`src/rtl/core/hfps_pkg.sv`:
```
// ============================================================================
// hfps_pkg
// Shared constants, types and constant tables for the Hann-window FFT
// power spectrum core: frame size, data widths, datapath command codes and
// the Q1.15 window and twiddle tables built at elaboration.
// ============================================================================
package hfps_pkg;

    // Frame geometry
    localparam int C_FFT_POINTS = 128;
    localparam int C_LOG2N      = $clog2(C_FFT_POINTS);
    localparam int C_ADDR_W     = C_LOG2N;
    localparam int C_BFLY_W     = C_LOG2N - 1;
    localparam int C_STAGE_W    = $clog2(C_LOG2N);
    localparam int C_TW_DEPTH   = C_FFT_POINTS / 2;

    // Data widths
    localparam int C_DATA_W     = 32;
    localparam int C_COEF_W     = 16;
    localparam int C_PROD_W     = C_DATA_W + C_COEF_W;
    localparam int C_SUM_W      = C_PROD_W + 1;
    localparam int C_SQ_W       = 2 * C_DATA_W;
    localparam int C_POW_W      = 48;
    localparam int C_CFG_W      = 8;
    localparam int C_BIN_W      = 6;
    localparam int C_SAMPLE_W   = 8;

    // Result count limit: half the frame, at most 64 bins
    localparam int C_MAX_OUT    = (C_FFT_POINTS / 2 < 64) ? C_FFT_POINTS / 2 : 64;
    localparam int C_CNT_W      = $clog2(C_MAX_OUT + 1);

    localparam logic [C_POW_W-1:0] C_POWER_MAX = {C_POW_W{1'b1}};
    localparam logic [63:0]        C_TWO_PI_Q30 = 64'd6746518852;

    // Datapath command codes
    typedef enum logic [3:0] {
        OP_IDLE,
        OP_LOAD,
        OP_RD_E,
        OP_RD_O,
        OP_MUL,
        OP_ADD,
        OP_WR_E,
        OP_WR_O,
        OP_PW_RD,
        OP_PW_MUL,
        OP_PW_SUM
    } t_dp_op;

    typedef struct packed {
        t_dp_op                op;
        logic [C_ADDR_W-1:0]   load_idx;
        logic [C_STAGE_W-1:0]  stage;
        logic [C_BFLY_W-1:0]   bfly;
        logic [C_BIN_W-1:0]    bin;
        logic                  last;
    } t_dp_cmd;

    typedef struct packed {
        longint c;
        longint s;
    } t_sincos;

    typedef logic signed [C_COEF_W-1:0] t_win_tab [0:C_FFT_POINTS-1];
    typedef logic signed [C_COEF_W-1:0] t_tw_tab  [0:C_TW_DEPTH-1];

    // Q30 cosine and sine of ph / 2^32 turns, octant reduced Taylor series
    function automatic t_sincos f_sincos(input logic [31:0] ph);
        logic [1:0]  quad;
        logic [31:0] f;
        logic        swap;
        logic [63:0] x;
        logic [63:0] x2;
        logic [63:0] t;
        longint      cv;
        longint      sv;
        longint      c0;
        longint      s0;
        t_sincos     r;
        quad = ph[31:30];
        f    = {2'b00, ph[29:0]};
        swap = f > 32'h2000_0000;
        if (swap) begin
            f = 32'h4000_0000 - f;
        end
        x  = ({32'd0, f} * C_TWO_PI_Q30) >> 32;
        x2 = (x * x) >> 30;
        // cosine terms
        t  = 64'd1 << 30;
        cv = $signed(t);
        t = ((t * x2) >> 30) / 64'd2;   cv = cv - $signed(t);
        t = ((t * x2) >> 30) / 64'd12;  cv = cv + $signed(t);
        t = ((t * x2) >> 30) / 64'd30;  cv = cv - $signed(t);
        t = ((t * x2) >> 30) / 64'd56;  cv = cv + $signed(t);
        t = ((t * x2) >> 30) / 64'd90;  cv = cv - $signed(t);
        t = ((t * x2) >> 30) / 64'd132; cv = cv + $signed(t);
        // sine terms
        t  = x;
        sv = $signed(t);
        t = ((t * x2) >> 30) / 64'd6;   sv = sv - $signed(t);
        t = ((t * x2) >> 30) / 64'd20;  sv = sv + $signed(t);
        t = ((t * x2) >> 30) / 64'd42;  sv = sv - $signed(t);
        t = ((t * x2) >> 30) / 64'd72;  sv = sv + $signed(t);
        t = ((t * x2) >> 30) / 64'd110; sv = sv - $signed(t);
        t = ((t * x2) >> 30) / 64'd156; sv = sv + $signed(t);
        if (swap) begin
            c0 = sv;
            s0 = cv;
        end else begin
            c0 = cv;
            s0 = sv;
        end
        unique case (quad)
            2'd0: begin r.c = c0;  r.s = s0;  end
            2'd1: begin r.c = -s0; r.s = c0;  end
            2'd2: begin r.c = -c0; r.s = -s0; end
            default: begin r.c = s0; r.s = -c0; end
        endcase
        return r;
    endfunction

    // Round half up from Q30 to Q15 with saturation
    function automatic logic signed [C_COEF_W-1:0] f_q30_to_q15(input longint v);
        longint r;
        r = (v + 64'sd16384) >>> 15;
        if (r > 64'sd32767) begin
            r = 64'sd32767;
        end
        if (r < -64'sd32768) begin
            r = -64'sd32768;
        end
        return C_COEF_W'(r);
    endfunction

    function automatic t_win_tab f_build_win();
        t_win_tab    tab;
        logic [63:0] num;
        logic [31:0] ph;
        t_sincos     sc;
        for (int i = 0; i < C_FFT_POINTS; i++) begin
            num    = {32'(i), 32'd0};
            ph     = 32'(num / (C_FFT_POINTS - 1));
            sc     = f_sincos(ph);
            tab[i] = f_q30_to_q15(((64'sd1 <<< 30) - sc.c) / 2);
        end
        return tab;
    endfunction

    function automatic t_tw_tab f_build_cos();
        t_tw_tab tab;
        t_sincos sc;
        for (int i = 0; i < C_TW_DEPTH; i++) begin
            sc     = f_sincos(32'(i) << (32 - C_LOG2N));
            tab[i] = f_q30_to_q15(sc.c);
        end
        return tab;
    endfunction

    function automatic t_tw_tab f_build_nsin();
        t_tw_tab tab;
        t_sincos sc;
        for (int i = 0; i < C_TW_DEPTH; i++) begin
            sc     = f_sincos(32'(i) << (32 - C_LOG2N));
            tab[i] = f_q30_to_q15(-sc.s);
        end
        return tab;
    endfunction

    localparam t_win_tab C_WIN_TAB  = f_build_win();
    localparam t_tw_tab  C_TW_COS   = f_build_cos();
    localparam t_tw_tab  C_TW_NSIN  = f_build_nsin();

endpackage

```
`src/rtl/core/hfps_ctrl.sv`:
```
// ============================================================================
// hfps_ctrl
// Frame sequencer: sample load count, FFT stage and butterfly counters,
// bin readout counter and the bin count register.
// ============================================================================
module hfps_ctrl (
    input  logic                         i_clk,
    input  logic                         i_rst_n,
    input  logic                         i_start,
    input  logic                         i_cfg_we,
    input  logic [hfps_pkg::C_CFG_W-1:0] i_cfg_wdata,
    output logic                         o_busy,
    output hfps_pkg::t_dp_cmd            o_cmd
);

    typedef enum logic [3:0] {
        S_LOAD,
        S_RD_E,
        S_RD_O,
        S_MUL,
        S_ADD,
        S_WR_E,
        S_WR_O,
        S_PW_RD,
        S_PW_MUL,
        S_PW_SUM
    } t_state;

    t_state                            r_state;
    logic                              r_busy;
    logic [hfps_pkg::C_CFG_W-1:0]      r_bins;
    logic [hfps_pkg::C_ADDR_W-1:0]     r_load_cnt;
    logic [hfps_pkg::C_STAGE_W-1:0]    r_stage;
    logic [hfps_pkg::C_BFLY_W-1:0]     r_bfly;
    logic [hfps_pkg::C_BIN_W-1:0]      r_bin;
    logic [hfps_pkg::C_BIN_W-1:0]      r_bin_last;

    logic [hfps_pkg::C_CFG_W-1:0]      half_req;
    logic [hfps_pkg::C_CNT_W-1:0]      n_count;

    // number of bins to report for this frame
    always_comb begin
        half_req = r_bins >> 1;
        if (half_req > hfps_pkg::C_CFG_W'(hfps_pkg::C_MAX_OUT)) begin
            n_count = hfps_pkg::C_CNT_W'(hfps_pkg::C_MAX_OUT);
        end else begin
            n_count = hfps_pkg::C_CNT_W'(half_req);
        end
    end

    // bin count register
    always_ff @(posedge i_clk) begin
        if (!i_rst_n) begin
            r_bins <= hfps_pkg::C_CFG_W'(128);
        end else if (i_cfg_we) begin
            r_bins <= i_cfg_wdata;
        end
    end

    // sequencer
    always_ff @(posedge i_clk) begin
        if (!i_rst_n) begin
            r_state    <= S_LOAD;
            r_busy     <= 1'b0;
            r_load_cnt <= '0;
            r_stage    <= '0;
            r_bfly     <= '0;
            r_bin      <= '0;
            r_bin_last <= '0;
        end else begin
            unique case (r_state)
                S_LOAD: begin
                    if (i_start) begin
                        r_load_cnt <= r_load_cnt + 1'b1;
                        if (r_load_cnt == hfps_pkg::C_ADDR_W'(hfps_pkg::C_FFT_POINTS - 1)) begin
                            r_stage <= '0;
                            r_bfly  <= '0;
                            r_busy  <= 1'b1;
                            r_state <= S_RD_E;
                        end
                    end
                end
                S_RD_E:  r_state <= S_RD_O;
                S_RD_O:  r_state <= S_MUL;
                S_MUL:   r_state <= S_ADD;
                S_ADD:   r_state <= S_WR_E;
                S_WR_E:  r_state <= S_WR_O;
                S_WR_O: begin
                    r_bfly  <= r_bfly + 1'b1;
                    r_state <= S_RD_E;
                    if (r_bfly == {hfps_pkg::C_BFLY_W{1'b1}}) begin
                        r_stage <= r_stage + 1'b1;
                        if (r_stage == hfps_pkg::C_STAGE_W'(hfps_pkg::C_LOG2N - 1)) begin
                            // transform done: read out or go back to loading
                            r_bin      <= '0;
                            r_bin_last <= hfps_pkg::C_BIN_W'(n_count - 1'b1);
                            if (n_count == '0) begin
                                r_busy  <= 1'b0;
                                r_state <= S_LOAD;
                            end else begin
                                r_state <= S_PW_RD;
                            end
                        end
                    end
                end
                S_PW_RD:  r_state <= S_PW_MUL;
                S_PW_MUL: r_state <= S_PW_SUM;
                S_PW_SUM: begin
                    if (r_bin == r_bin_last) begin
                        r_busy  <= 1'b0;
                        r_state <= S_LOAD;
                    end else begin
                        r_bin   <= r_bin + 1'b1;
                        r_state <= S_PW_RD;
                    end
                end
                default: r_state <= S_LOAD;
            endcase
        end
    end

    // command to the datapath
    always_comb begin
        o_cmd.load_idx = r_load_cnt;
        o_cmd.stage    = r_stage;
        o_cmd.bfly     = r_bfly;
        o_cmd.bin      = r_bin;
        o_cmd.last     = (r_bin == r_bin_last);
        unique case (r_state)
            S_LOAD:   o_cmd.op = i_start ? hfps_pkg::OP_LOAD : hfps_pkg::OP_IDLE;
            S_RD_E:   o_cmd.op = hfps_pkg::OP_RD_E;
            S_RD_O:   o_cmd.op = hfps_pkg::OP_RD_O;
            S_MUL:    o_cmd.op = hfps_pkg::OP_MUL;
            S_ADD:    o_cmd.op = hfps_pkg::OP_ADD;
            S_WR_E:   o_cmd.op = hfps_pkg::OP_WR_E;
            S_WR_O:   o_cmd.op = hfps_pkg::OP_WR_O;
            S_PW_RD:  o_cmd.op = hfps_pkg::OP_PW_RD;
            S_PW_MUL: o_cmd.op = hfps_pkg::OP_PW_MUL;
            S_PW_SUM: o_cmd.op = hfps_pkg::OP_PW_SUM;
            default:  o_cmd.op = hfps_pkg::OP_IDLE;
        endcase
    end

    assign o_busy = r_busy;

    a_busy_state: assert property (@(posedge i_clk) disable iff (!i_rst_n)
        r_busy == (r_state != S_LOAD))
        else $error("busy flag out of step with state");

    a_frame_full: assert property (@(posedge i_clk) disable iff (!i_rst_n)
        $rose(r_busy) |-> ($past(r_load_cnt) ==
            hfps_pkg::C_ADDR_W'(hfps_pkg::C_FFT_POINTS - 1)) && (r_load_cnt == '0))
        else $error("transform started on a partial frame");

    a_bin_range: assert property (@(posedge i_clk) disable iff (!i_rst_n)
        (r_state == S_PW_RD) |-> (r_bin <= r_bin_last))
        else $error("bin counter past last bin");

endmodule

```
`config.mk`:
```
export PLATFORM = sky130hd
export DESIGN_NAME = hfps_ctrl
export DESIGN_NICKNAME = d
export VERILOG_FILES = /design/src/rtl/core/hfps_pkg.sv /design/src/rtl/core/hfps_ctrl.sv
export SDC_FILE = /design/constraint.sdc
export NUM_CORES = 1
export LEC_CHECK = 0
export BUFFER_PORTS_ARGS = -buffer_cell sky130_fd_sc_hd__buf_2
export CORE_MARGIN = 2
export CORE_UTILIZATION = 46
export CTS_BUF_LIST = sky130_fd_sc_hd__clkbuf_16
export CTS_CLUSTER_SIZE = 8
export DETAILED_ROUTE_END_ITERATION = 8
export GPL_TIMING_DRIVEN = 0
export PLACE_DENSITY = 0.68
export SLEW_MARGIN = 10
export SYNTH_ARGS = -nofsm -noshare
export SYNTH_HDL_FRONTEND = slang
export SYNTH_SLANG_ARGS = --single-unit
```
`constraint.sdc`:
```
create_clock -name i_clk -period 1.9 [get_ports i_clk]
set_input_delay 0.285 -clock i_clk [delete_from_list [all_inputs] [get_ports i_clk]]
set_output_delay 0.285 -clock i_clk [all_outputs]
set_load 0.05 [all_outputs]
```
==> impl_metrics.yaml, run 1 <==
logic_synthesis:
  synth_edf_count: 0
  synth_flop_cell: "dfxtp_1"
  synthDistinctLibCells: 57
  synth_top_family_by_area: "simple AND/OR/NAND/NOR gates"
  synthMuxAreaShare: 0.0722
  synth_adder_area_share: 0.0331
  seq_area_frac_synth: 0.353
  syn_area_per_cell_sq_um: 8.94
  synth_xor_area_frac: 0.0695
  synthSimpleGateAreaFrac: 0.296
  ys_ff_latch: 40
  syn_inst: 254
  async_reset_ff_frac: 0
  yosys_warnings: 0
  netlist_area_sq_um: 2270
  synth_compound_area_frac: 0.136
  syn-num-nets: 272
timing:
  rsz0062_at_grt: "no"
  fin_skew_ns: 0.00345
  post-route-period-util: 0.959
  hold_viol_final: 0
  slew-limit-headroom: 0.624
  tns_ns: 0
  worst_slew_pin_slew_ns: 0.564
  report.final.slew_viol_count: 0
  post-route-min-period_ns: 1.82
  worst_slack_ns: 0.0787
  timing.fmax_mhz: 549
  setup_viol: 0
global_routing:
  grtUsageTotal: 0.211
  grt_pass1_vias: 1822
  grt_pass1_wl_microns: 9020
  grt_overflow: 0
  antenna_found_initial: 0
  grt_max_degree: 14
place:
  port_buffers: 37
  gp_congestion: 0.856
  hpwl_microns: 3750
  post-place-ws_ns: 0.0960
  placedCellCount: 358
  placed_area_sq_um: 2540
clock_network:
  cts_tree: "done"
  htreeDepth: 2
  cts_buffer_depth: 2
  clk_latency_ns: 0.28
  cts_made_buffers: 5
  cts.clk_slew.worst_paths_ns: 0.06
  clock-sinks: 40
  cts-root-buf: "clkbuf_16"
setup_path:
  reg2reg_from: "r_load_cnt[0]"
  end_kind: "output pin"
  start_kind: "flop"
  crit_arrival_ns: 1.54
  slowest_delay_ns: 0.32
  r2r_end: "r_bfly[4]"
  cp_max_fo: 10
  reg2reg_depth: 6
  crit_chain: "buf_4 -> or2_4 -> a21oi_2 -> o31a_1 -> buf_6"
  critPathKind: "reg2out"
  required_ns: 1.62
  crit_slowest_cell: "dfxtp_1"
  rrSetupSlack_ns: 0.09
floorplan:
  rows: 25
  die-area_sq_um: 5510
  io_pins: 40
  initial_core_util: 0.477
  fp.dieH_microns: 74.2
  core-area_sq_um: 4750
  dieWidth_microns: 74.2
hold_path:
  min_path_cells: 3
  hold_end: "r_bins[7]"
  hold_path_startpoint: "i_cfg_wdata[7]"
  hp-class: "in2reg"
pwr:
  p_per_area_nw_per_um2: 792
  peakVddDrop_uv: 535
  p_comb_frac: 0.057
  seqPwrFrac: 0.391
  switching_share: 0.195
  p_leak_uw: 0.00125
  switchingPower_uw: 434
  internal-power_uw: 1780
  p_clk_frac: 0.552
drt:
  via_count: 2012
  first_iter_violations: 165
  vias_per_cell: 5.50
  ant_nets: 0
  dr.pass1.iters: 4
  avgRoutedWirePerCell_microns: 14.4
  wl_microns: 5280
  drc: 0
final_layout:
  n_antenna_cell: 0
  multi_input_area_sq_um: 1400
  finalInstanceArea_sq_um: 2800
  final_cell_mix: "36 x buf_2, 34 x dfxtp_1, 27 x nor2_1"
  fillers: 454
  syn_to_final_growth_pct: 23.5
  layout_commonest_cell: "buf_2"
  drive_above_1_share: 0.274
  nets: 316
  final_cells: 366
  seq_area_sq_um: 808
job:
  max_cap_violations: 0
status:
  status: "finished, final reports clean"
power by group through the flow:
stage | Combinational [uW] | Clock (uW) | Sequential, uW
detailed placement | 126 | 0 | 885
global route | 142 | 1270 | 867
floorplan | 76.2 | 0 | 897
finish | 127 | 1220 | 866
global placement | 124 | 0 | 884
CTS | 129 | 1240 | 866
cells by family (layout without fill, tap and decap cells):
logic type	count (synthesis)	count (layout)
buffers and inverters	18	63
AOI/OAI and AO/OA	41	41
adders and majority gates	6	6
and+or+nand+nor	115	115
xor gates and xnor gates	18	18
DFF	40	40
muxes	16	16
stage by stage:
| stage | hold slack (ns) | power, uW | util |
|---|---|---|---|
| final | 0.222 | 2220 | 0.589 |
| after global placement | 0.464 | 1010 | 0.535 |
| after detailed placement | 0.478 | 1010 | 0.535 |
| after floorplan | 0.414 | 974 | - |
| after global routing | 0.229 | 2280 | 0.589 |
| after CTS | 0.216 | 2240 | 0.586 |
state kept, by name (all words and copies together) (netlist names):
name / cells
o_busy: 1
r_bfly: 6
r_bin: 6
r_bin_last: 6
r_bins: 7
r_load_cnt: 7
r_stage: 3
r_state: 4
final cells by class:
cell class | count | area share
multi-input cells | 196 | 0.500
flip-flops and latches | 40 | 0.288
repair buffers | 38 | 0.0728
clock buffers | 5 | 0.0446
clock inverters | 3 | 0.0321
well taps | 67 | 0.0299
plain buffers | 14 | 0.0281
inverters | 3 | 0.00402
Yosys cell counts, types with 4 or more instances:
| cell type | instances | share of area |
|---|---|---|
| a21oi_1 | 9 | 0.020 |
| and3_1 | 9 | 0.025 |
| buf_2 | 4 | 0.0088 |
| clkbuf_1 | 6 | 0.0099 |
| dfxtp_1 | 40 | 0.35 |
| ha_1 | 6 | 0.033 |
| mux2i_1 | 13 | 0.057 |
| nand2_1 | 16 | 0.026 |
| nand2b_1 | 5 | 0.014 |
| nand3_1 | 14 | 0.031 |
| nand4_1 | 4 | 0.011 |
| nor2_1 | 28 | 0.046 |
| nor3_1 | 11 | 0.024 |
| o21ai_1 | 5 | 0.011 |
| or3_1 | 5 | 0.014 |
| xor2_1 | 16 | 0.062 |
worst max-delay path, delay by kind of cell (launching register included):
family	cells	cell delay (ns)
AOI/OAI and AO/OA	2	0.34
and+or+nand+nor	1	0.26
DFF	1	0.32
buffers and inverters	2	0.33
worst max path at each step:
stage | startpoint | endpoint | cells after the start | slack (ns)
after floorplan | r_bin[2] | o_cmd[0] | 3 | 0.02
after global placement | r_bin[1] | o_cmd[0] | 4 | 0.11
after detailed placement | r_load_cnt[0] | r_bfly[4] | 6 | 0.1
after CTS | r_bin[3] | o_cmd[0] | 4 | 0.01
after global routing | r_state[0] | o_cmd[25] | 5 | 0.02
final | r_state[2] | o_cmd[23] | 5 | 0.08
timing repair:
| item | 4_1_cts | 5_1_grt |
|---|---|---|
| gates resized for setup | 10 | 4 |
| setup buffers | 1 | 0 |
| hold buffers | 0 | 0 |
| gates cloned | 0 | 0 |
| endpoints found under the setup margin | 4 | 3 |
| pin swaps | 1 | 0 |
metal layers:
layer  global-route usage  part of all wire
met1                0.300              0.48
met4               0.0655             0.014
met5                    0                 0
met2                0.323              0.46
met3               0.0447             0.045
Power figures use the tool's default switching activity.
==> run 2, diff against run 1 <==
Settings changed: CORE_UTILIZATION 46 to 34, PLACE_DENSITY 0.68 to unset.
==> impl_metrics.yaml, run 2 (synthesis gave the netlist of run 1 again) <==
setup_path:
  reg2reg_depth: 6
  crit_slowest_cell: "dfxtp_1"
  required_ns: 1.62
  worst-path-buf-inv: 2
  critPathKind: "reg2out"
  crit_arrival_ns: 1.51
  crit_cells: 5
  crit_chain: "buf_2 -> nor2b_1 -> and3_1 -> a21o_1 -> buf_4"
  start_kind: "flop"
  path_delay_family: "buffers and inverters"
  slowest_delay_ns: 0.36
  cp_max_fo: 10
  end_kind: "output pin"
drt:
  avgRoutedWirePerCell_microns: 14.1
  drc: 0
  first_iter_violations: 147
  vias_per_cell: 5.22
  wl_microns: 5290
  ant_nets: 0
  via_count: 1962
  dr.pass1.iters: 4
clock_network:
  cts_hold_buf: 0
  cts_buffer_depth: 2
  clk_latency_ns: 0.28
  cts_made_buffers: 5
  clock-sinks: 40
  htreeDepth: 2
  cts-root-buf: "clkbuf_16"
  cts.clk_slew.worst_paths_ns: 0.06
  cts_tree: "done"
final_layout:
  final_cell_mix: "36 x buf_2, 34 x dfxtp_1, 27 x nor2_1"
  finalInstanceArea_sq_um: 2740
  n_antenna_cell: 0
  syn_to_final_growth_pct: 20.7
  top_regs: "r_bins: 7 flops, r_load_cnt: 7 flops"
  layout_commonest_cell: "buf_2"
  drive_above_1_share: 0.271
  nets: 316
job:
  max_cap_violations: 0
floorplan:
  die-area_sq_um: 7350
  core-area_sq_um: 6390
  dieWidth_microns: 85.7
  io_pins: 40
  rows: 29
  fp.dieH_microns: 85.7
  initial_core_util: 0.355
place:
  post-place-ws_ns: 0.118
  gp_congestion: 0.822
  placed_area_sq_um: 2560
  hpwl_microns: 3850
  port_buffers: 37
hold_path:
  hp-class: "in2reg"
  min_path_cells: 3
timing:
  hold_ws_ns: 0.227
  report.final.slew_viol_count: 0
  fin_skew_ns: 0.00435
  worst_slew_pin_slew_ns: 0.593
  setup_viol: 0
  timing.fmax_mhz: 558
  post-route-period-util: 0.943
  tns_ns: 0
  slew-limit-headroom: 0.605
  post-route-min-period_ns: 1.79
  rsz0062_at_grt: "no"
  hold_viol_final: 0
  worst_slack_ns: 0.107
status:
  status: "finished, final reports clean"
global_routing:
  grtUsageTotal: 0.150
  grt_pass1_vias: 1869
  grt_overflow: 0
  antenna_found_initial: 0
  grt_pass1_wl_microns: 9000
  grt_max_degree: 14
pwr:
  peakVddDrop_uv: 686
  p_leak_uw: 0.00122
  p_per_area_nw_per_um2: 655
-- run 2: changes by cell type in the layout (fill, tap and decap cells not counted) --
cell | previous run | this run
clkinv_2 | 0 | 2
clkbuf_1 | 5 | 4
clkinv_1 | 0 | 1
buf_4 | 7 | 8
nor2b_2 | 1 | 0
nor2b_1 | 2 | 3
bufinv_16 | 3 | 0
-- run 2: repair_timing --
action,4_1_cts,5_1_grt
resized for setup,9,4
pin swaps,1,1
setup buffers,1,1
endpoints found under the hold margin,0,0
setup endpoints to repair,4,4
-- run 2: area by class of cell --
| class | instances | area, sq um |
|---|---|---|
| clock buffers | 5 | 125 |
| flip-flops and latches | 40 | 808 |
| plain buffers | 13 | 75.1 |
| clock inverters | 3 | 13.8 |
| well taps | 77 | 96.3 |
| fillers | 673 | 3650 |
| repair buffers | 39 | 211 |
| multi-input cells | 196 | 1400 |
| inverters | 3 | 11.3 |
-- run 2: path summary, 6_finish.rpt --
path                       start             to  slack (ns)
hold / removal    i_cfg_wdata[7]      r_bins[7]        0.23
setup reg to reg   r_load_cnt[0]      r_bfly[4]        0.11
setup / recovery      r_state[3]      o_cmd[26]        0.11
hold reg to reg    r_load_cnt[1]  r_load_cnt[1]        0.48
-- run 2: through the flow --
stage / total power [uW] / utilization / instances
2_1_floorplan: 974 / - / 254
3_3_place_gp: 1010 / 0.400 / 368
3_5_place_dp: 1010 / 0.400 / 368
4_1_cts: 1820 / 0.426 / 376
5_1_grt: 1870 / 0.429 / 376
6_report: 1800 / 0.429 / 376
-- run 2: power by group --
part | leakage [uW] | internal, uW | switching [uW]
sequential | 0.000327 | 853 | 14.8
combinational | 0.000819 | 46.2 | 78.2
clock | 0.0000710 | 477 | 326
-- run 2: layer usage --
metal  share of wire  routed length, microns  global-route usage  vias to the layer above
met2            0.46                    2420               0.232                       40
met4           0.015                      77              0.0534                        0
met5               0                       0                   0                        -
li1                -                       -                   -                     1015
met3           0.036                     190              0.0250                        6
met1            0.49                    2600               0.211                      901
-- run 2: worst reg2reg max path, delay by kind of cell (launching register included) --
kind                       cells  cell delay [ns]
AOI/OAI and AO/OA              1             0.18
adders and majority gates      1             0.22
buffers and inverters          1             0.17
DFF                            1             0.33
muxes                          1             0.35
and+or+nand+nor                2             0.41
